$ cat src/design/wef_pkg.sv
package wef_pkg;

    localparam int SAMPLE_WIDTH_DEF = 16;
    localparam int MAX_WINDOW_DEF   = 4096;
    localparam int MIN_WINDOW       = 3;
    localparam int WINDOW_RESET     = 256;
    localparam int CFG_W            = 13;
    localparam int RESULT_W         = 16;

    localparam int NUM_FEAT    = 3;
    localparam int FEAT_CURVE  = 0;
    localparam int FEAT_ENERGY = 1;
    localparam int FEAT_TEAGER = 2;

    // log2 fraction format and ln2 scaling
    localparam int FRAC_W     = 10;
    localparam int TAB_W      = 11;
    localparam int TAB_IDX_W  = 5;
    localparam int LN2_Q16    = 45426;
    localparam int LN2_W      = 17;
    localparam int ROUND_HALF = 32768;
    localparam int SCALE_SH   = 16;

    typedef struct packed {
        logic                valid;
        logic [NUM_FEAT-1:0] invalid;
    } wef_fin_t;

    // round(1024 * log2(1 + k/16)) for k = 0..16
    function automatic logic [TAB_W-1:0] frac_entry(input logic [TAB_IDX_W-1:0] idx);
        logic [TAB_W-1:0] val;
        unique case (idx)
            5'd0:    val = 11'd0;
            5'd1:    val = 11'd90;
            5'd2:    val = 11'd174;
            5'd3:    val = 11'd254;
            5'd4:    val = 11'd330;
            5'd5:    val = 11'd402;
            5'd6:    val = 11'd470;
            5'd7:    val = 11'd536;
            5'd8:    val = 11'd599;
            5'd9:    val = 11'd659;
            5'd10:   val = 11'd717;
            5'd11:   val = 11'd773;
            5'd12:   val = 11'd827;
            5'd13:   val = 11'd879;
            5'd14:   val = 11'd929;
            5'd15:   val = 11'd977;
            5'd16:   val = 11'd1024;
            default: val = 11'd0;
        endcase
        return val;
    endfunction

endpackage

$ cat src/design/wef_accum.sv
module wef_accum #(
    parameter int  SAMPLE_WIDTH = wef_pkg::SAMPLE_WIDTH_DEF,
    parameter int  MAX_WINDOW   = wef_pkg::MAX_WINDOW_DEF,
    localparam int WIN_W        = $clog2(MAX_WINDOW + 1),
    localparam int ACC_EXT      = $clog2(MAX_WINDOW),
    localparam int ABS_W        = SAMPLE_WIDTH + ACC_EXT,
    localparam int SQ_W         = 2 * SAMPLE_WIDTH - 1 + ACC_EXT,
    localparam int TG_W         = 2 * SAMPLE_WIDTH + 1 + ACC_EXT
) (
    input  logic                           clk,
    input  logic                           rst_n,
    input  logic                           sample_valid,
    output logic                           sample_stall,
    input  logic signed [SAMPLE_WIDTH-1:0] sample,
    input  logic [WIN_W-1:0]               win_eff,
    input  logic                           log_adv,
    output wef_pkg::wef_fin_t              fin,
    output logic [ABS_W-1:0]               fin_abs,
    output logic [SQ_W-1:0]                fin_sq,
    output logic [TG_W-2:0]                fin_tg,
    output logic [WIN_W-1:0]               fin_win
);
    import wef_pkg::*;

    localparam int SW     = SAMPLE_WIDTH;
    localparam int PROD_W = 2 * SW;
    localparam int TERM_W = 2 * SW + 1;

    // window tracking at the input
    logic [WIN_W-1:0]       pos_reg;
    logic [WIN_W-1:0]       pos_inc;
    logic                   last_in;
    logic signed [SW-1:0]   prev_reg;
    logic signed [SW-1:0]   sprev_reg;
    logic                   accept;

    // stage A: registered sample and neighbors
    logic                   va_reg;
    logic signed [SW-1:0]   xa_reg;
    logic signed [SW-1:0]   pa_reg;
    logic signed [SW-1:0]   sa_reg;
    logic                   has1a_reg;
    logic                   has2a_reg;
    logic                   lasta_reg;
    logic [WIN_W-1:0]       wina_reg;

    // stage B: registered terms
    logic                   vb_reg;
    logic [SW-1:0]          absdb_reg;
    logic [PROD_W-2:0]      sqb_reg;
    logic signed [TERM_W-1:0] termb_reg;
    logic                   lastb_reg;
    logic [WIN_W-1:0]       winb_reg;

    logic                   adv_a;
    logic                   adv_b;
    logic                   consume_b;

    logic signed [SW:0]       diff;
    logic [SW:0]              abs_full;
    logic signed [PROD_W-1:0] sq_full;
    logic signed [PROD_W-1:0] pp_full;
    logic signed [PROD_W-1:0] xs_full;
    logic [SW-1:0]            absd_next;
    logic signed [TERM_W-1:0] term_next;

    logic [ABS_W-1:0]       abs_sum_reg;
    logic [SQ_W-1:0]        sq_sum_reg;
    logic [TG_W-1:0]        tg_sum_reg;
    logic [ABS_W-1:0]       abs_sum_next;
    logic [SQ_W-1:0]        sq_sum_next;
    logic [TG_W-1:0]        tg_sum_next;

    wef_fin_t               fin_reg;
    logic [ABS_W-1:0]       fin_abs_reg;
    logic [SQ_W-1:0]        fin_sq_reg;
    logic [TG_W-2:0]        fin_tg_reg;
    logic [WIN_W-1:0]       fin_win_reg;

    // a closing word needs room in the log pipe
    assign consume_b    = vb_reg && (!lastb_reg || log_adv);
    assign adv_b        = !vb_reg || consume_b;
    assign adv_a        = !va_reg || adv_b;
    assign sample_stall = !adv_a;
    assign accept       = sample_valid && adv_a;

    assign pos_inc = pos_reg + 1'b1;
    assign last_in = pos_inc >= win_eff;

    always_ff @(posedge clk or negedge rst_n)
    begin
        if (!rst_n)
        begin
            pos_reg   <= '0;
            prev_reg  <= '0;
            sprev_reg <= '0;
        end
        else if (accept)
        begin
            pos_reg   <= last_in ? '0 : pos_inc;
            prev_reg  <= sample;
            sprev_reg <= prev_reg;
        end
    end

    always_ff @(posedge clk or negedge rst_n)
    begin
        if (!rst_n)
        begin
            va_reg <= 1'b0;
            vb_reg <= 1'b0;
        end
        else
        begin
            if (adv_a)
                va_reg <= accept;
            if (adv_b)
                vb_reg <= va_reg;
        end
    end

    always_ff @(posedge clk)
    begin
        if (adv_a)
        begin
            xa_reg    <= sample;
            pa_reg    <= prev_reg;
            sa_reg    <= sprev_reg;
            has1a_reg <= pos_reg != '0;
            has2a_reg <= pos_reg > WIN_W'(1);
            lasta_reg <= last_in;
            wina_reg  <= win_eff;
        end
    end

    always_comb
    begin
        diff      = $signed({xa_reg[SW-1], xa_reg}) - $signed({pa_reg[SW-1], pa_reg});
        abs_full  = diff[SW] ? (SW + 1)'(-diff) : (SW + 1)'(diff);
        sq_full   = xa_reg * xa_reg;
        pp_full   = pa_reg * pa_reg;
        xs_full   = xa_reg * sa_reg;
        absd_next = has1a_reg ? abs_full[SW-1:0] : '0;
        term_next = has2a_reg ? ($signed({pp_full[PROD_W-1], pp_full})
                                 - $signed({xs_full[PROD_W-1], xs_full})) : '0;
    end

    always_ff @(posedge clk)
    begin
        if (adv_b)
        begin
            absdb_reg <= absd_next;
            sqb_reg   <= sq_full[PROD_W-2:0];
            termb_reg <= term_next;
            lastb_reg <= lasta_reg;
            winb_reg  <= wina_reg;
        end
    end

    always_comb
    begin
        abs_sum_next = abs_sum_reg + ABS_W'(absdb_reg);
        sq_sum_next  = sq_sum_reg + SQ_W'(sqb_reg);
        tg_sum_next  = tg_sum_reg + {{(TG_W - TERM_W){termb_reg[TERM_W-1]}}, termb_reg};
    end

    always_ff @(posedge clk or negedge rst_n)
    begin
        if (!rst_n)
        begin
            abs_sum_reg <= '0;
            sq_sum_reg  <= '0;
            tg_sum_reg  <= '0;
        end
        else if (consume_b)
        begin
            // clear at the window's end
            abs_sum_reg <= lastb_reg ? '0 : abs_sum_next;
            sq_sum_reg  <= lastb_reg ? '0 : sq_sum_next;
            tg_sum_reg  <= lastb_reg ? '0 : tg_sum_next;
        end
    end

    always_ff @(posedge clk or negedge rst_n)
    begin
        if (!rst_n)
            fin_reg <= '0;
        else if (log_adv)
        begin
            fin_reg.valid                <= consume_b && lastb_reg;
            fin_reg.invalid[FEAT_CURVE]  <= abs_sum_next == '0;
            fin_reg.invalid[FEAT_ENERGY] <= sq_sum_next == '0;
            fin_reg.invalid[FEAT_TEAGER] <= (tg_sum_next == '0) || tg_sum_next[TG_W-1];
        end
    end

    always_ff @(posedge clk)
    begin
        if (log_adv)
        begin
            fin_abs_reg <= abs_sum_next;
            fin_sq_reg  <= sq_sum_next;
            fin_tg_reg  <= tg_sum_next[TG_W-2:0];
            fin_win_reg <= winb_reg;
        end
    end

    assign fin     = fin_reg;
    assign fin_abs = fin_abs_reg;
    assign fin_sq  = fin_sq_reg;
    assign fin_tg  = fin_tg_reg;
    assign fin_win = fin_win_reg;

endmodule

$ cat config.mk
export PLATFORM = sky130hd
export DESIGN_NAME = wef_accum
export DESIGN_NICKNAME = d
export VERILOG_FILES = /design/src/design/wef_pkg.sv /design/src/design/wef_accum.sv
export SDC_FILE = /design/constraint.sdc
export NUM_CORES = 2
export LEC_CHECK = 0
export BUFFER_PORTS_ARGS = -buffer_cell sky130_fd_sc_hd__buf_2
export CELL_PAD_IN_SITES_DETAIL_PLACEMENT = 1
export CELL_PAD_IN_SITES_GLOBAL_PLACEMENT = 1
export CORE_ASPECT_RATIO = 2
export CORE_MARGIN = 2
export CORE_UTILIZATION = 49
export CTS_CLUSTER_SIZE = 30
export DETAILED_ROUTE_END_ITERATION = 6
export GPL_TIMING_DRIVEN = 0
export PLACE_DENSITY_LB_ADDON = 0.25
export SLEW_MARGIN = 10
export SYNTH_ARGS = -nofsm -noshare
export SYNTH_HDL_FRONTEND = slang
export SYNTH_SLANG_ARGS = --single-unit
export TNS_END_PERCENT = 10
$ cat constraint.sdc
create_clock -name clk -period 23.7 [get_ports clk]
set_clock_uncertainty 0.2 [all_clocks]
set_input_delay 3.555 -clock clk [delete_from_list [all_inputs] [get_ports clk]]
set_output_delay 3.555 -clock clk [all_outputs]
set_load 0.05 [all_outputs]
Yosys cells after proc, flatten, opt, wreduce, memory -nomap -nowiden
Index checks and enable logic that the tools add are counted.

storage, ports and cells
  word-level logic and storage cells = 58
  bits in registers = 453
  input bits = 33
  output and inout port bits = 133

cells by class
  multiplexer cells = 5
  reduce and logical (&&, ||, !) cells = 15
  multiply operators = 3
  order comparisons = 2
  $add $sub $neg = 7

operators by type and width
  kind                     count
  $mul A16 B16 Y32         2
  $add A45 B45 Y45         1
  $logic_not A45 Y1        1
  $mux W45                 1
  $add A43 B31 Y43         1
  $logic_not A43 Y1        1
  $mux W43                 1
  $sub A32 B32 Y33         1
  $mul A16 B16 Y31         1
  $add A28 B16 Y28         1
  $logic_not A28 Y1        1
  $mux W28                 1
  $sub A16 B16 Y17         1
  $mux W16                 1
  $neg A16 Y16             1
  $add A13 B1 Y13 const B  1
  $ge A13 B13 Y1           1
  $gt A13 B1 Y1 const B    1
  $mux W13                 1
  $reduce_bool A13 Y1      1
  $logic_not A1 Y1         4
  $logic_or A1 B1 Y1       4
  $logic_and A1 B1 Y1      3

Longest topological paths before layout
  word-level depth = 6
  gate-level depth with buffers = 31
  mapped depth without buffers = 30

Worst setup path before layout
Ideal clock, no wire load.

  path type = input to output
  start point = in log_adv
  end point = out sample_stall
  required time = 19945 ps
  data arrival time = 6904 ps
  path slack = 13041 ps
  stages on the path = 3
  buffers on the path = 1
  cells stage by stage = clkbuf_1 -> nand4b_1 -> inv_1

between the ends
  longest elaborated chain between the ends = 5

RTL lines
  element              RTL line         RTL
  start: declaration   wef_accum.sv:16  input logic log_adv,
  $logic_or A1 B1 Y1   wef_accum.sv:81  assign consume_b = vb_reg && (!lastb_reg || log_adv);
  $logic_and A1 B1 Y1  wef_accum.sv:81
  $logic_or A1 B1 Y1   wef_accum.sv:82  assign adv_b = !vb_reg || consume_b;
  $logic_or A1 B1 Y1   wef_accum.sv:83  assign adv_a = !va_reg || adv_b;
  $logic_not A1 Y1     wef_accum.sv:84  assign sample_stall = !adv_a;
  end: declaration     wef_accum.sv:13  output logic sample_stall,

No other way between the ends.

Worst setup path after layout
  start point = reg xa_reg[15]
  end point = reg termb_reg[31], data pin

between the ends
  longest elaborated chain between the ends = 2

RTL lines
  element                   RTL line          RTL
  start: declaration        wef_accum.sv:39   logic signed [SW-1:0] xa_reg;
  start signal: assignment  wef_accum.sv:126  xa_reg <= sample;
  $mul A16 B16 Y32          wef_accum.sv:142  xs_full = xa_reg * sa_reg;
  $sub A32 B32 Y33          wef_accum.sv:145  - $signed({xs_full[PROD_W-1], xs_full})) : '0;
  end signal: assignment    wef_accum.sv:154  termb_reg <= term_next;
  end: declaration          wef_accum.sv:51   logic signed [TERM_W-1:0] termb_reg;

No other way between the ends.
A chain may end at the register's enable or synchronous reset.

==> out/results.ini <==
[global_route]
track_usage = 0.3060
grt_pass1_vias = 41864
antenna_found_initial = 3
grt_max_degree = 82
grt_pass1_wl_mm = 237.7
overflow = 0

[cells_and_area]
num-nets-final = 6297
largest_register_ffs = 45
drive_above_1_share = 0.05438
area_growth_pct = 8.416

[setup_path]
cp.required_ps = 23860
critPathLaunchType = flop
critPathMostFrequentCell = fa_1
reg2reg_slack_ps = 13140
r2r-start = xa_reg[15]$_DFFE_PN_
worst_setup_path_end_kind = flop
arrival_ps = 10720
worst-setup-path-type = flop to flop
reg2reg_depth = 26
slowest_delay_ps = 790
slowest_stage = fa_1
r2r-end = termb_reg[31]$_SDFFCE_PN0P_
startpoint = xa_reg[15]$_DFFE_PN_
cp_max_fo = 10

[routing]
drtAntennaViolNets = 0
vias = 36128
drt-total-wl_mm = 155.0
first_pass_iters = 6
vias_per_cell = 5.585
post_drt_wl_per_cell_um = 23.97
drtIter0Drc = 1693
drc = 0

[clocking]
worstSkewPairLatency_ps = 640
cts_tree = done
cts.sinks = 452
hold_buffers = 0
htree_levels = 2
root_buffer = clkbuf_16
cts_resized = 0
cts_inserted_buffers = 42
clockBufferDepth = 3
clk_pin_slew_ps = 70
post_cts_buffers = 0

[min_path]
hold_path.class = flop to flop
hold_depth = 0
hp-start = winb_reg[7]$_DFFE_PP_
whs_endpoint = fin_win[7]$_DFFE_PP_

[timing]
hold_viol = 0
min_period_ps = 10560
fin_tns_setup_ps = 0
setup_violations = 0
timing.slew.headroom = 0.3558
tightest_slew_ps = 966.3
fmax_mhz = 94.72
drv_slew = 0
min_period_over_period = 0.4454
rsz0062_at_grt = no

[floorplan]
io_pins = 166
rows = 165
design.die.area_um2 = 104100
start_util = 0.4930
die_h_um = 454.3
die_w_um = 229.1
core_um2 = 100700

[placement]
dp_hpwl_mm = 128.6
port_buffers = 165
gp_congestion = 0.9345

[synth]
ys.flop_type = edfxtp_1
synthAdderAreaFrac = 0.4137
synth-compound-area-share = 0.08340
yosys.area_share.simple = 0.1145
synth_top_family_by_area = adder cells
synth-edff-count = 285
muxShareOfSynthArea = 0.001259
syn_nets = 6074
async_flop_share = 0.3695
synth_xor_area_frac = 0.03897
syn_inst = 4875
ys_seq_elements = 452
ys_seq_area_frac = 0.2564
yosysTopAreaCell = fa_1
synth_warnings = 0
synth_area_leaders = fa_1 (32%), edfxtp_1 (17%), ha_1 (9.4%), dfrtp_1 (8.4%), inv_1 (8.0%)
synth_top_area_share = 0.3200
syn_avg_cell_area_um2 = 10.19
synth.distinct_cells = 80
synth_area_um2 = 49670

[status]
outcome = finished clean

[flow_run]
max_cap_viol_count = 0

[layer usage]
layer,up-vias,GRT usage,share of wire
met4,0,0.2509,0.097
met5,-,0,0
met3,532,0.02662,0.032
met2,1050,0.5818,0.55
met1,18740,0.2990,0.33
li1,15806,-,-
[cell usage after synthesis, types with 7 or more instances]
master and instances:
a211oi_1 21, a21o_1 70, a21oi_1 139, a22o_1 94, a31oi_1 21, and2_1 184
and3_1 28, clkbuf_1 144, clkinv_1 8, dfrtp_1 167, edfxtp_1 285, fa_1 794
ha_1 372, inv_1 1054, nand2_1 516, nand2b_1 30, nand3_1 47, nand4_1 17
nor2_1 224, nor2b_1 33, nor3_1 39, nor3b_1 7, nor4_1 14, o211ai_1 16
o21a_1 19, o21ai_0 110, o21ai_1 7, o21bai_1 18, o22ai_1 8, o31ai_1 16
or2_2 9, or3_1 22, or4_1 14, xnor2_1 143, xor2_1 78
[worst max-delay path: cells and delay by family (launching register included)]
kind | cells | cell delay (ps)
XOR/XNOR | 1 | 430
AND/OR/NAND/NOR | 2 | 440
adder cells (fa/ha/maj) | 9 | 4820
AO/OA/AOI/OAI | 8 | 1780
buffers and inverters | 6 | 1930
flip-flops | 1 | 660
[stage by stage]
stage	instance area, um2	setup slack (ps)	hold WS (ps)	instances	utilization
after CTS	53850	13360	221.4	6467	0.5345
after floorplan	49670	13040	200.3	4875	-
after detailed placement	52420	13390	206.3	6390	0.5203
after global placement	52170	10340	200.8	6376	0.5178
final	53850	13140	220.6	6469	0.5345
after global routing	53850	12730	227.8	6469	0.5345
[cell type report]
cell class / instances / area, um2
clock buffer: 54 / 1106
timing repair buffer: 179 / 1075
multi-input combinational: 3209 / 32380
fill: 11277 / 46890
buffer: 148 / 555.5
inverter: 1066 / 4001
tap: 1336 / 1672
clock inverter: 23 / 320.3
antenna: 2 / 5.005
sequential: 452 / 12740
[kinds of logic (layout without fill, tap and decap cells)]
logic type	Yosys count	in the layout
fa+ha+maj	1166	1166
other cells	0	2
compound gates	608	608
xor+xnor	221	221
flops	452	452
simple gates	1208	1208
mux	6	6
buf+inv	1214	1470
[worst max path at each step]
stage	end	slack, ps	depth (start not counted)
global placement	sample_stall	10340	5
finish	termb_reg[31]$_SDFFCE_PN0P_	13140	26
CTS	termb_reg[31]$_SDFFCE_PN0P_	13360	26
detailed placement	termb_reg[31]$_SDFFCE_PN0P_	13390	26
floorplan	sample_stall	13040	3
global route	termb_reg[29]$_SDFFCE_PN0P_	12730	27
[cell usage in the layout, fill, tap and decap left out, types with 39 or more instances in the layout]
master / n
nor3_1: 39
nand3_1: 47
a21oi_1: 139
dfrtp_1: 167
nand2_1: 516
a21o_1: 70
fa_1: 794
xnor2_1: 143
edfxtp_1: 285
xor2_1: 78
ha_1: 372
inv_1: 1054
o21ai_0: 110
nor2_1: 223
clkbuf_1: 155
a22o_1: 94
buf_2: 163
clkbuf_16: 42
and2_1: 184
Power is left out: the tool's default activity adds up to more than one toggle a clock period on the data nets, which glitch-free logic cannot reach.
