File: config.mk
export PLATFORM = sky130hd
export DESIGN_NAME = wef_log2
export DESIGN_NICKNAME = d
export VERILOG_FILES = /design/src/design/wef_pkg.sv /design/src/design/wef_log2.sv
export SDC_FILE = /design/constraint.sdc
export NUM_CORES = 1
export LEC_CHECK = 0
export BUFFER_PORTS_ARGS = -buffer_cell sky130_fd_sc_hd__clkbuf_2
export CORE_MARGIN = 5
export CORE_UTILIZATION = 25
export DETAILED_ROUTE_END_ITERATION = 7
export SLEW_MARGIN = 30
export SYNTH_ARGS = -nofsm -noshare
export SYNTH_HDL_FRONTEND = slang
export SYNTH_SLANG_ARGS = --single-unit
File: constraint.sdc
create_clock -name clk -period 22.7 [get_ports clk]
set_input_delay 3.405 -clock clk [delete_from_list [all_inputs] [get_ports clk]]
set_output_delay 3.405 -clock clk [all_outputs]
set_load 0.1 [all_outputs]
File: src/design/wef_pkg.sv
package wef_pkg;

    localparam int SAMPLE_WIDTH_DEF = 16;
    localparam int MAX_WINDOW_DEF   = 4096;
    localparam int MIN_WINDOW       = 3;
    localparam int WINDOW_RESET     = 256;
    localparam int CFG_W            = 13;
    localparam int RESULT_W         = 16;

    localparam int NUM_FEAT    = 3;
    localparam int FEAT_CURVE  = 0;
    localparam int FEAT_ENERGY = 1;
    localparam int FEAT_TEAGER = 2;

    // log2 fraction format and ln2 scaling
    localparam int FRAC_W     = 10;
    localparam int TAB_W      = 11;
    localparam int TAB_IDX_W  = 5;
    localparam int LN2_Q16    = 45426;
    localparam int LN2_W      = 17;
    localparam int ROUND_HALF = 32768;
    localparam int SCALE_SH   = 16;

    typedef struct packed {
        logic                valid;
        logic [NUM_FEAT-1:0] invalid;
    } wef_fin_t;

    // round(1024 * log2(1 + k/16)) for k = 0..16
    function automatic logic [TAB_W-1:0] frac_entry(input logic [TAB_IDX_W-1:0] idx);
        logic [TAB_W-1:0] val;
        unique case (idx)
            5'd0:    val = 11'd0;
            5'd1:    val = 11'd90;
            5'd2:    val = 11'd174;
            5'd3:    val = 11'd254;
            5'd4:    val = 11'd330;
            5'd5:    val = 11'd402;
            5'd6:    val = 11'd470;
            5'd7:    val = 11'd536;
            5'd8:    val = 11'd599;
            5'd9:    val = 11'd659;
            5'd10:   val = 11'd717;
            5'd11:   val = 11'd773;
            5'd12:   val = 11'd827;
            5'd13:   val = 11'd879;
            5'd14:   val = 11'd929;
            5'd15:   val = 11'd977;
            5'd16:   val = 11'd1024;
            default: val = 11'd0;
        endcase
        return val;
    endfunction

endpackage

File: src/design/wef_log2.sv
module wef_log2 #(
    parameter int IN_W  = 45,
    parameter int OUT_W = 16
) (
    input  logic             clk,
    input  logic             en,
    input  logic [IN_W-1:0]  value,
    output logic [OUT_W-1:0] log_q10
);
    import wef_pkg::*;

    localparam int GRP   = 8;
    localparam int LOC_W = $clog2(GRP);
    localparam int NG    = (IN_W + GRP - 1) / GRP;
    localparam int PAD_W = NG * GRP;
    localparam int PW    = $clog2(PAD_W);
    localparam int EXT_W = PAD_W + FRAC_W;
    localparam int IDX_W = 4;
    localparam int REM_W = FRAC_W - IDX_W;

    logic [PAD_W-1:0]            val_pad;
    logic [NG-1:0]               nz_next;
    logic [NG-1:0][LOC_W-1:0]    loc_next;

    logic [PAD_W-1:0]            val1_reg;
    logic [NG-1:0]               nz1_reg;
    logic [NG-1:0][LOC_W-1:0]    loc1_reg;

    logic [PW-1:0]               p_next;
    logic [PW-1:0]               p2_reg;
    logic [PAD_W-1:0]            val2_reg;

    logic [EXT_W-1:0]            ext_sh;
    logic [FRAC_W-1:0]           mant;
    logic [IDX_W-1:0]            tab_i;
    logic [REM_W-1:0]            tab_r;
    logic [TAB_W-1:0]            lo;
    logic [TAB_W-1:0]            hi;
    logic [TAB_W-1:0]            slope;
    logic [TAB_W+REM_W-1:0]      interp;
    logic [OUT_W-1:0]            log_next;
    logic [OUT_W-1:0]            log_reg;

    assign val_pad = PAD_W'(value);

    // stage 1: leading one inside each byte
    always_comb
    begin
        for (int g = 0; g < NG; g++)
        begin
            nz_next[g]  = |val_pad[g*GRP +: GRP];
            loc_next[g] = '0;
            for (int b = 0; b < GRP; b++)
                if (val_pad[g*GRP + b])
                    loc_next[g] = LOC_W'(b);
        end
    end

    // stage 2: leading-one position from the highest nonzero byte
    always_comb
    begin
        p_next = '0;
        for (int g = 0; g < NG; g++)
            if (nz1_reg[g])
                p_next = PW'(g * GRP) + PW'(loc1_reg[g]);
    end

    // stage 3: ten bits below the leading one, table with linear interpolation
    always_comb
    begin
        ext_sh   = {val2_reg, {FRAC_W{1'b0}}} >> p2_reg;
        mant     = ext_sh[FRAC_W-1:0];
        tab_i    = mant[FRAC_W-1:REM_W];
        tab_r    = mant[REM_W-1:0];
        lo       = frac_entry(TAB_IDX_W'(tab_i));
        hi       = frac_entry(TAB_IDX_W'(tab_i) + TAB_IDX_W'(1));
        slope    = hi - lo;
        interp   = slope * tab_r;
        log_next = OUT_W'({p2_reg, {FRAC_W{1'b0}}}) + OUT_W'(lo)
                   + OUT_W'(interp[TAB_W+REM_W-1:REM_W]);
    end

    always_ff @(posedge clk)
    begin
        if (en)
        begin
            val1_reg <= val_pad;
            nz1_reg  <= nz_next;
            loc1_reg <= loc_next;
            p2_reg   <= p_next;
            val2_reg <= val1_reg;
            log_reg  <= log_next;
        end
    end

    assign log_q10 = log_reg;

endmodule

# Yosys cells after proc, flatten, opt, wreduce, memory -nomap -nowiden
# Memories as Yosys holds them, arrays and structs flattened.
# Cells that the tools add are included.
# W data, S select, Z words.
# classes
addsub	9
n_mul	1
shifts	1
muxes	39
reduce_logical	16
# op_table
cell	n
$shr A55 B6 Y10	1
$reduce_or A8 Y1	5
$mux W3	13
$add A16 B11 Y16	2
$mux W6	5
$mux W2	10
$reduce_or A4 Y1	5
$mul A11 B6 Y17	1
$add A5 B3 Y6 const A	2
$add A6 B3 Y6 const A	2
$mux W1	11
$sub A11 B11 Y11	1
$reduce_or A2 Y1	5
$add A4 B1 Y5 const B	1
$add A4 B3 Y5 const A	1
$reduce_or A5 Y1	1
# totals
register_bits	136
romBits	512
in_bits	47
out_inout_bits	16
elab_cells	89
memories	2
# memory_table
name	words	word_bits	read_ports	rd_clocked_by_memory_dff	write_ports	line	source
(name not given)	32	11	1	0	0	wef_pkg.sv:32	unique case (idx)
(name not given)	16	10	1	0	0	wef_pkg.sv:32	

# Logic depth before layout (Yosys ltp)
# Gate-level depths: netlist of the first run.
# depth
depth_word	6
mapped_depth	49
ltp_nobuf	44

# Least setup slack after synthesis of the first run
# No wires, ideal clock.
# synth_path
kind	register to register
from	register p2_reg[1]
to	register log_reg[15], in the netlist log_q10[15], data pin
setup_ps	269
arrival_ps	9464
setup_slack_ps	12967
path_stages_with_launch	43
n_path_buf	4
period_less_slack_ps	9733
path_cell_list	edfxtp_1 > buf_6 > buf_12 > buf_4 > mux4_2 > nand2_1 > o21ai_0 > a21oi_1 > o311ai_2 > ha_1 > inv_1 > ha_1 > clkbuf_1 > mux4_2 > and2b_1 > ha_1 > nor2b_1 > o21ai_0 > [... 7 more ...] > fa_1 > fa_1 > inv_1 > fa_1 > inv_1 > ha_1 > and3_1 > a221o_1 > a41o_1 > a211o_1 > xor2_1 > ha_1 > or2_2 > a21oi_1 > a31oi_1 > nand3_1 > nor2_1 > xor2_1
# synth_between
elab_chain_len	6
word_cells_on_any_way	8
classes_between	4 x add/sub; 1 x mul; 1 x shift; 2 x memory
# synth_rtl
item	line	source
start, declared	wef_log2.sv:30	logic [PW-1:0] p2_reg;
start signal, assigned	wef_log2.sv:90	p2_reg <= p_next;
$shr A55 B6 Y10	wef_log2.sv:71	ext_sh = {val2_reg, {FRAC_W{1'b0}}} >> p2_reg;
$add A4 B1 Y5	wef_log2.sv:76	hi = frac_entry(TAB_IDX_W'(tab_i) + TAB_IDX_W'(1));
$mem_v2 Z32 W11	-	
$sub A11 B11 Y11	wef_log2.sv:77	slope = hi - lo;
$mul A11 B6 Y17	wef_log2.sv:78	interp = slope * tab_r;
$add A16 B11 Y16 *	wef_log2.sv:80	+ OUT_W'(interp[TAB_W+REM_W-1:REM_W]);
net log_next[15]	wef_log2.sv:41	logic [OUT_W-1:0] log_next;
end signal, assigned	wef_log2.sv:92	log_reg <= log_next;
end, declared	wef_log2.sv:42	logic [OUT_W-1:0] log_reg;
# The timed path passes the listed nets; every way through them passes the cells marked *.
# A chain may end at the register's enable or synchronous reset.

# Worst setup path after layout of the first run
# Ends and elaborated chain as after synthesis.

==> flow_metrics.tcl, run 1 <==
set metrics [dict create \
    fin_setup_tns_ns 0 \
    maxClockFrequency_mhz 89.5 \
    cts_setup_buffers 0 \
    fin_crit_ns 11.17 \
    die_h_um 211 \
    cts_resized 0 \
    drc 0 \
    hold_depth 0 \
    drv_slew 0 \
    gr-usage-all-layers_pct 10.4 \
    synth-edff-count 136 \
    finalHoldViolCount 0 \
    synth_top_cell_by_area "edfxtp_1" \
    finClkSkew_ns 0.0133 \
    syn_inst 954 \
    grt_setup_unrepaired "no" \
    wl_per_cell_um 14.9 \
    ant_nets 0 \
    hold_buffers 0 \
    drtIter0Drc 507 \
    antenna_found_initial 0 \
    core_mm2 0.0399 \
    via_per_inst 4.66 \
    drive_gt1_share_pct 15.0 \
    whs_ns 0.416 \
    hold_path_class "reg -> reg" \
    synthArstFlopShare_pct 0 \
    end_kind "register" \
    tightest_slew_ns 0.927 \
    finalWorstSetupSlack_ns 11.53 \
    cts_tree "built" \
    holdPathEnd "val2_reg[44]" \
    drt_wl_total_um 22900 \
    portBuffers 62 \
    synthFlopType "edfxtp_1" \
    crit_fanout 71 \
    synth.avg_cell_area_um2 10.6 \
    initial_core_util_pct 25.4 \
    final_util_pct 28.8 \
    row_count 73 \
    r2r_cells 39 \
    synth_area_leaders "edfxtp_1 (40%), fa_1 (7.5%), ha_1 (6.7%), mux2i_1 (5.6%), nor2_1 (4.5%)" \
    ios 63 \
    yosysUniqueCellTypes 69 \
    grt_pass1_wl_um 37500 \
    clock_latency_ns 0.42 \
    die_x_um 211 \
    reg2reg_to "log_q10[15]" \
    cpMaxStageDelayCell "o32a_1" \
    n_antenna_cell 0 \
    r2r-start "p2_reg[1]" \
    crit_top_cell "a21o_1" \
    grt_pass1_vias 7105 \
    required_ns 22.84 \
    finalSetupViolations 0 \
    yosysTopAreaCellShare_pct 40.2 \
    maxCapViolCount 0 \
    final_nets 1138 \
    slowest_delay_ns 0.72 \
    htreeDepth 4 \
    min_period_over_period_pct 49.2 \
    clock-sinks 136 \
    outcome "completed" \
    clock-root-buffer "clkbuf_16" \
    die-area_mm2 0.0447 \
    ys_ff_latch 136 \
    synth_most_common_cell "edfxtp_1" \
    clkSlewWorstSetupHoldPaths_ns 0.07 \
    gp_congestion 0.874 \
    place_hpwl_um 17700 \
    pre_cts_ws_ns 11.38 \
    vias 7160 \
    cts_buffers 17 \
    ys_seq_area_share_pct 40.2 \
    ys_top_cells_by_count "edfxtp_1 (136), nor2_1 (121), inv_1 (81)" \
    first_pass_iters 5 \
    yosys_warnings 0 \
    startpoint_type "register" \
    grt_max_degree 72 \
    critPathKind "reg -> reg" \
    overflow 0 \
    regToRegSetupSlack_ns 11.53 \
    syn_nets 1093 \
    relSlewSlack_pct 38.2 \
    critPathArrivalTime_ns 11.31 \
    cts_buffer_depth 2 \
    min-delay-start "val1_reg[44]" \
    area_delta_synth_final_pct 13.1 \
    synth_area_mm2 0.0101 \
]
## metrics by stage
step | instance area [um^2] | std cells
CTS | 11500 | 1535
detailed placement | 10900 | 1505
global route | 11500 | 1535
finish | 11500 | 1535
floorplan | 10100 | 954
global placement | 10900 | 1505
## final cells by class
class	instances	area (um^2)
fillers	4098	28400
multi-input cells	689	5510
flip-flops and latches	136	4080
well taps	525	657
clock buffers	19	433
repair buffers	71	388
inverters	84	318
clock inverters	11	92.6
## cells in the final DEF (no fill, tap or decap), types with 16 or more instances in the layout
master	synthesis	final
a21oi_1	54	53
clkbuf_16	0	17
clkbuf_2	0	61
edfxtp_1	136	136
fa_1	38	38
ha_1	54	54
inv_1	81	81
mux2_2	16	16
mux2i_1	57	57
mux4_2	16	16
nand2_1	75	75
nor2_1	121	121
o21ai_0	33	33
xnor2_1	27	27
## cell families (layout without fill, tap and decap cells)
| kind of cell | count (synthesis) | after routing | synth area share [%] |
|---|---|---|---|
| AND/OR/NAND/NOR | 277 | 277 | 12.3 |
| AO/OA/AOI/OAI | 185 | 185 | 12.0 |
| flip-flops | 136 | 136 | 40.2 |
| buffers and inverters | 129 | 185 | 5.53 |
| multiplexers | 95 | 95 | 12.2 |
| adder cells (fa/ha/maj) | 92 | 92 | 14.2 |
| XOR/XNOR | 40 | 40 | 3.53 |
## critical path: cells and delay by family (launching register included)
| kind | cells | cell delay (ns) |
|---|---|---|
| xor gates and xnor gates | 4 | 1.01 |
| buffers and inverters | 4 | 0.99 |
| and+or+nand+nor | 9 | 1.47 |
| adders and majority gates | 6 | 2.57 |
| DFF | 1 | 0.35 |
| AOI/OAI and AO/OA | 14 | 3.41 |
| muxes | 2 | 1.02 |
## metal layers
metal / GRT usage [%] / routed length, um / up-vias
met5: 0 / 0 / -
met4: 2.51 / 333 / 0
met3: 2.16 / 1160 / 25
met2: 16.6 / 10700 / 179
met1: 14.5 / 10800 / 3456
li1: - / - / 3500
## worst max-delay path by stage
stage | end | from | slack, ns | cells past startpoint
2_1_floorplan | log_q10[15] | p2_reg[1] | 12.97 | 42
3_3_place_gp | log_q10[15] | p2_reg[1] | 11.61 | 39
3_5_place_dp | log_q10[15] | p2_reg[1] | 11.38 | 39
4_1_cts | log_q10[15] | p2_reg[1] | 11.34 | 39
5_1_grt | log_q10[15] | p2_reg[0] | 10.80 | 40
6_report | log_q10[15] | p2_reg[1] | 11.53 | 39
Power of run 1 is not shown: default switching activity piles up to over one toggle a cycle in this logic, so the estimate is an artifact.
==> run 2: changes to the inputs <==
--- a/config.mk
+++ b/config.mk
@@ -5,6 +5,7 @@
 export SDC_FILE = /design/constraint.sdc
 export NUM_CORES = 1
 export LEC_CHECK = 0
+export ABC_AREA = 1
 export BUFFER_PORTS_ARGS = -buffer_cell sky130_fd_sc_hd__clkbuf_2
 export CORE_MARGIN = 5
 export CORE_UTILIZATION = 25
==> constraint.sdc (replaced) <==
create_clock -name clk -period 11.6 [get_ports clk]
set_input_delay 1.74 -clock clk [delete_from_list [all_inputs] [get_ports clk]]
set_output_delay 1.74 -clock clk [all_outputs]
set_load 0.1 [all_outputs]
==> flow_metrics.tcl, run 2 <==
set metrics [dict create \
    drive_gt1_share_pct 12.0 \
    htreeDepth 4 \
    crit_top_cell "nand2_1" \
    synth_top_cell_by_area "edfxtp_1" \
    syn_nets 1368 \
    yosys_warnings 0 \
    drt_wl_total_um 27600 \
    core_mm2 0.0408 \
    critPathKind "reg -> reg" \
    initial_core_util_pct 25.3 \
    placed_cells 1795 \
    yosysUniqueCellTypes 60 \
    crit_fanout 15 \
    whs_ns 0.409 \
    clkSlewWorstSetupHoldPaths_ns 0.08 \
    grt_use_met2_pct 19.9 \
    finalSetupViolations 0 \
    maxClockFrequency_mhz 94.7 \
    synth.avg_cell_area_um2 8.41 \
    first_pass_iters 6 \
    row_count 74 \
    grt_pass1_wl_um 43700 \
    clock-sinks 136 \
    cts_tree "built" \
    syn_inst 1229 \
    finalHoldViolCount 0 \
    critPathArrivalTime_ns 10.73 \
    fin_crit_ns 10.56 \
    finalWorstSetupSlack_ns 1.04 \
    n_antenna_cell 0 \
    layout_common_cells "nand2_1 (297), edfxtp_1 (136), inv_1 (134), nand3_1 (132), nor2_1 (117)" \
    synthFlopType "edfxtp_1" \
    die_h_um 213 \
    clock-root-buffer "clkbuf_16" \
    vias 8647 \
    startpoint_type "register" \
    final_nets 1422 \
    ios 63 \
    wl_per_cell_um 15.1 \
    drtIter0Drc 691 \
    hold_buffers 0 \
    synth_area_mm2 0.0103 \
    min_period_over_period_pct 91.0 \
    use_met3_pct 2.15 \
    cpMaxStageDelayCell "edfxtp_1" \
    grt_busiest_layer "met2" \
    gp_congestion 0.952 \
    end_kind "register" \
    tightest_slew_ns 0.908 \
    pre_cts_ws_ns 1.04 \
    place_hpwl_um 21700 \
    cts_buffers 17 \
    ant_nets 0 \
    maxCapViolCount 0 \
    cts_buffer_depth 2 \
    grt_use_met1_pct 16.6 \
    fin_setup_tns_ns 0 \
    die_x_um 213 \
    yosysTopAreaCellShare_pct 39.5 \
    via_per_inst 4.73 \
    ys_ff_latch 136 \
    multi_input_area_mm2 0.00545 \
    ys_top_cells_by_count "nand2_1 (297), edfxtp_1 (136), inv_1 (134)" \
    grt_setup_unrepaired "no" \
    relSlewSlack_pct 39.5 \
    grt_max_degree 77 \
    cts_resized 0 \
    portBuffers 62 \
    ys_seq_area_share_pct 39.5 \
    antenna_found_initial 0 \
    seq_area_mm2 0.00408 \
    synth_area_leaders "edfxtp_1 (40%), nand2_1 (11%), fa_1 (7.4%), ha_1 (6.5%), nand3_1 (6.4%)" \
    gr-usage-all-layers_pct 12.1 \
    fillers 4353 \
    fin_cells 1828 \
    grt_pass1_vias 8319 \
    cts_setup_buffers 0 \
    finClkSkew_ns 0.0171 \
    layout_commonest_cell "nand2_1" \
    drc 0 \
    overflow 0 \
    outcome "completed" \
    synth_most_common_cell "nand2_1" \
    hold_path_class "reg -> reg" \
    required_ns 11.77 \
    clock_latency_ns 0.43 \
    synth-edff-count 136 \
    slowest_delay_ns 0.73 \
    synthArstFlopShare_pct 0 \
    die-area_mm2 0.0455 \
    drv_slew 0 \
    area_delta_synth_final_pct 13.4 \
]
[run 2: changes by cell type in the layout (fill, tap and decap cells not counted), sizes merged, moves of 15 or more]
cell   delta
o21ai    +17
nor2b    -15
inv      +66
xnor2    -24
mux2i    -57
mux2     -18
mux4     -20
nand2   +238
a22oi    -15
a21oi    +30
nand3   +128
[run 2: path summary, 6_finish.rpt]
check	startpoint	cells past startpoint	slack [ns]	to
setup / recovery	p2_reg[3]	45	1.04	log_q10[15]
hold reg to reg	val1_reg[27]	0	0.41	val2_reg[27]
hold / removal	val1_reg[27]	0	0.41	val2_reg[27]
setup reg to reg	p2_reg[3]	45	1.04	log_q10[15]
[run 2: per-stage QoR]
stage | instance area [um^2] | util (%)
detailed placement | 11100 | 27.2
finish | 11700 | 28.7
global placement | 11100 | 27.2
CTS | 11700 | 28.7
floorplan | 10300 | -
global route | 11700 | 28.7
[run 2: worst max-delay path, delay by kind of cell (launching register included)]
kind                       cells  cell delay (ns)
and+or+nand+nor               17             2.19
xor gates and xnor gates       2             0.60
buffers and inverters         10             1.14
AOI/OAI and AO/OA              8             2.18
DFF                            1             0.73
adders and majority gates      8             3.43
[run 2: logic make-up (layout without fill, tap and decap cells)]
| kind of cell | Yosys count | count (layout) | share of synthesized area (%) |
|---|---|---|---|
| and+or+nand+nor | 605 | 605 | 25.8 |
| xor gates and xnor gates | 29 | 29 | 2.46 |
| AOI/OAI and AO/OA | 185 | 185 | 10.6 |
| buffers and inverters | 182 | 249 | 7.75 |
| adders and majority gates | 92 | 92 | 13.9 |
| DFF | 136 | 136 | 39.5 |
[run 2: area by class of cell]
cell class | instances | share of cell area (%)
Inverter | 149 | 4.86
Multi-Input combinational cell | 911 | 46.5
Clock buffer | 17 | 3.63
Timing Repair Buffer | 68 | 3.12
Tap cell | 532 | 5.68
Clock inverter | 15 | 1.40
Sequential cell | 136 | 34.8
[run 2: metal layers]
layer | up-vias | wire, um
li1 | 4254 | -
met1 | 4095 | 12300
met2 | 255 | 13000
met3 | 43 | 1730
met4 | 0 | 527
met5 | - | 0
Power of run 2 is left out for the same reason.
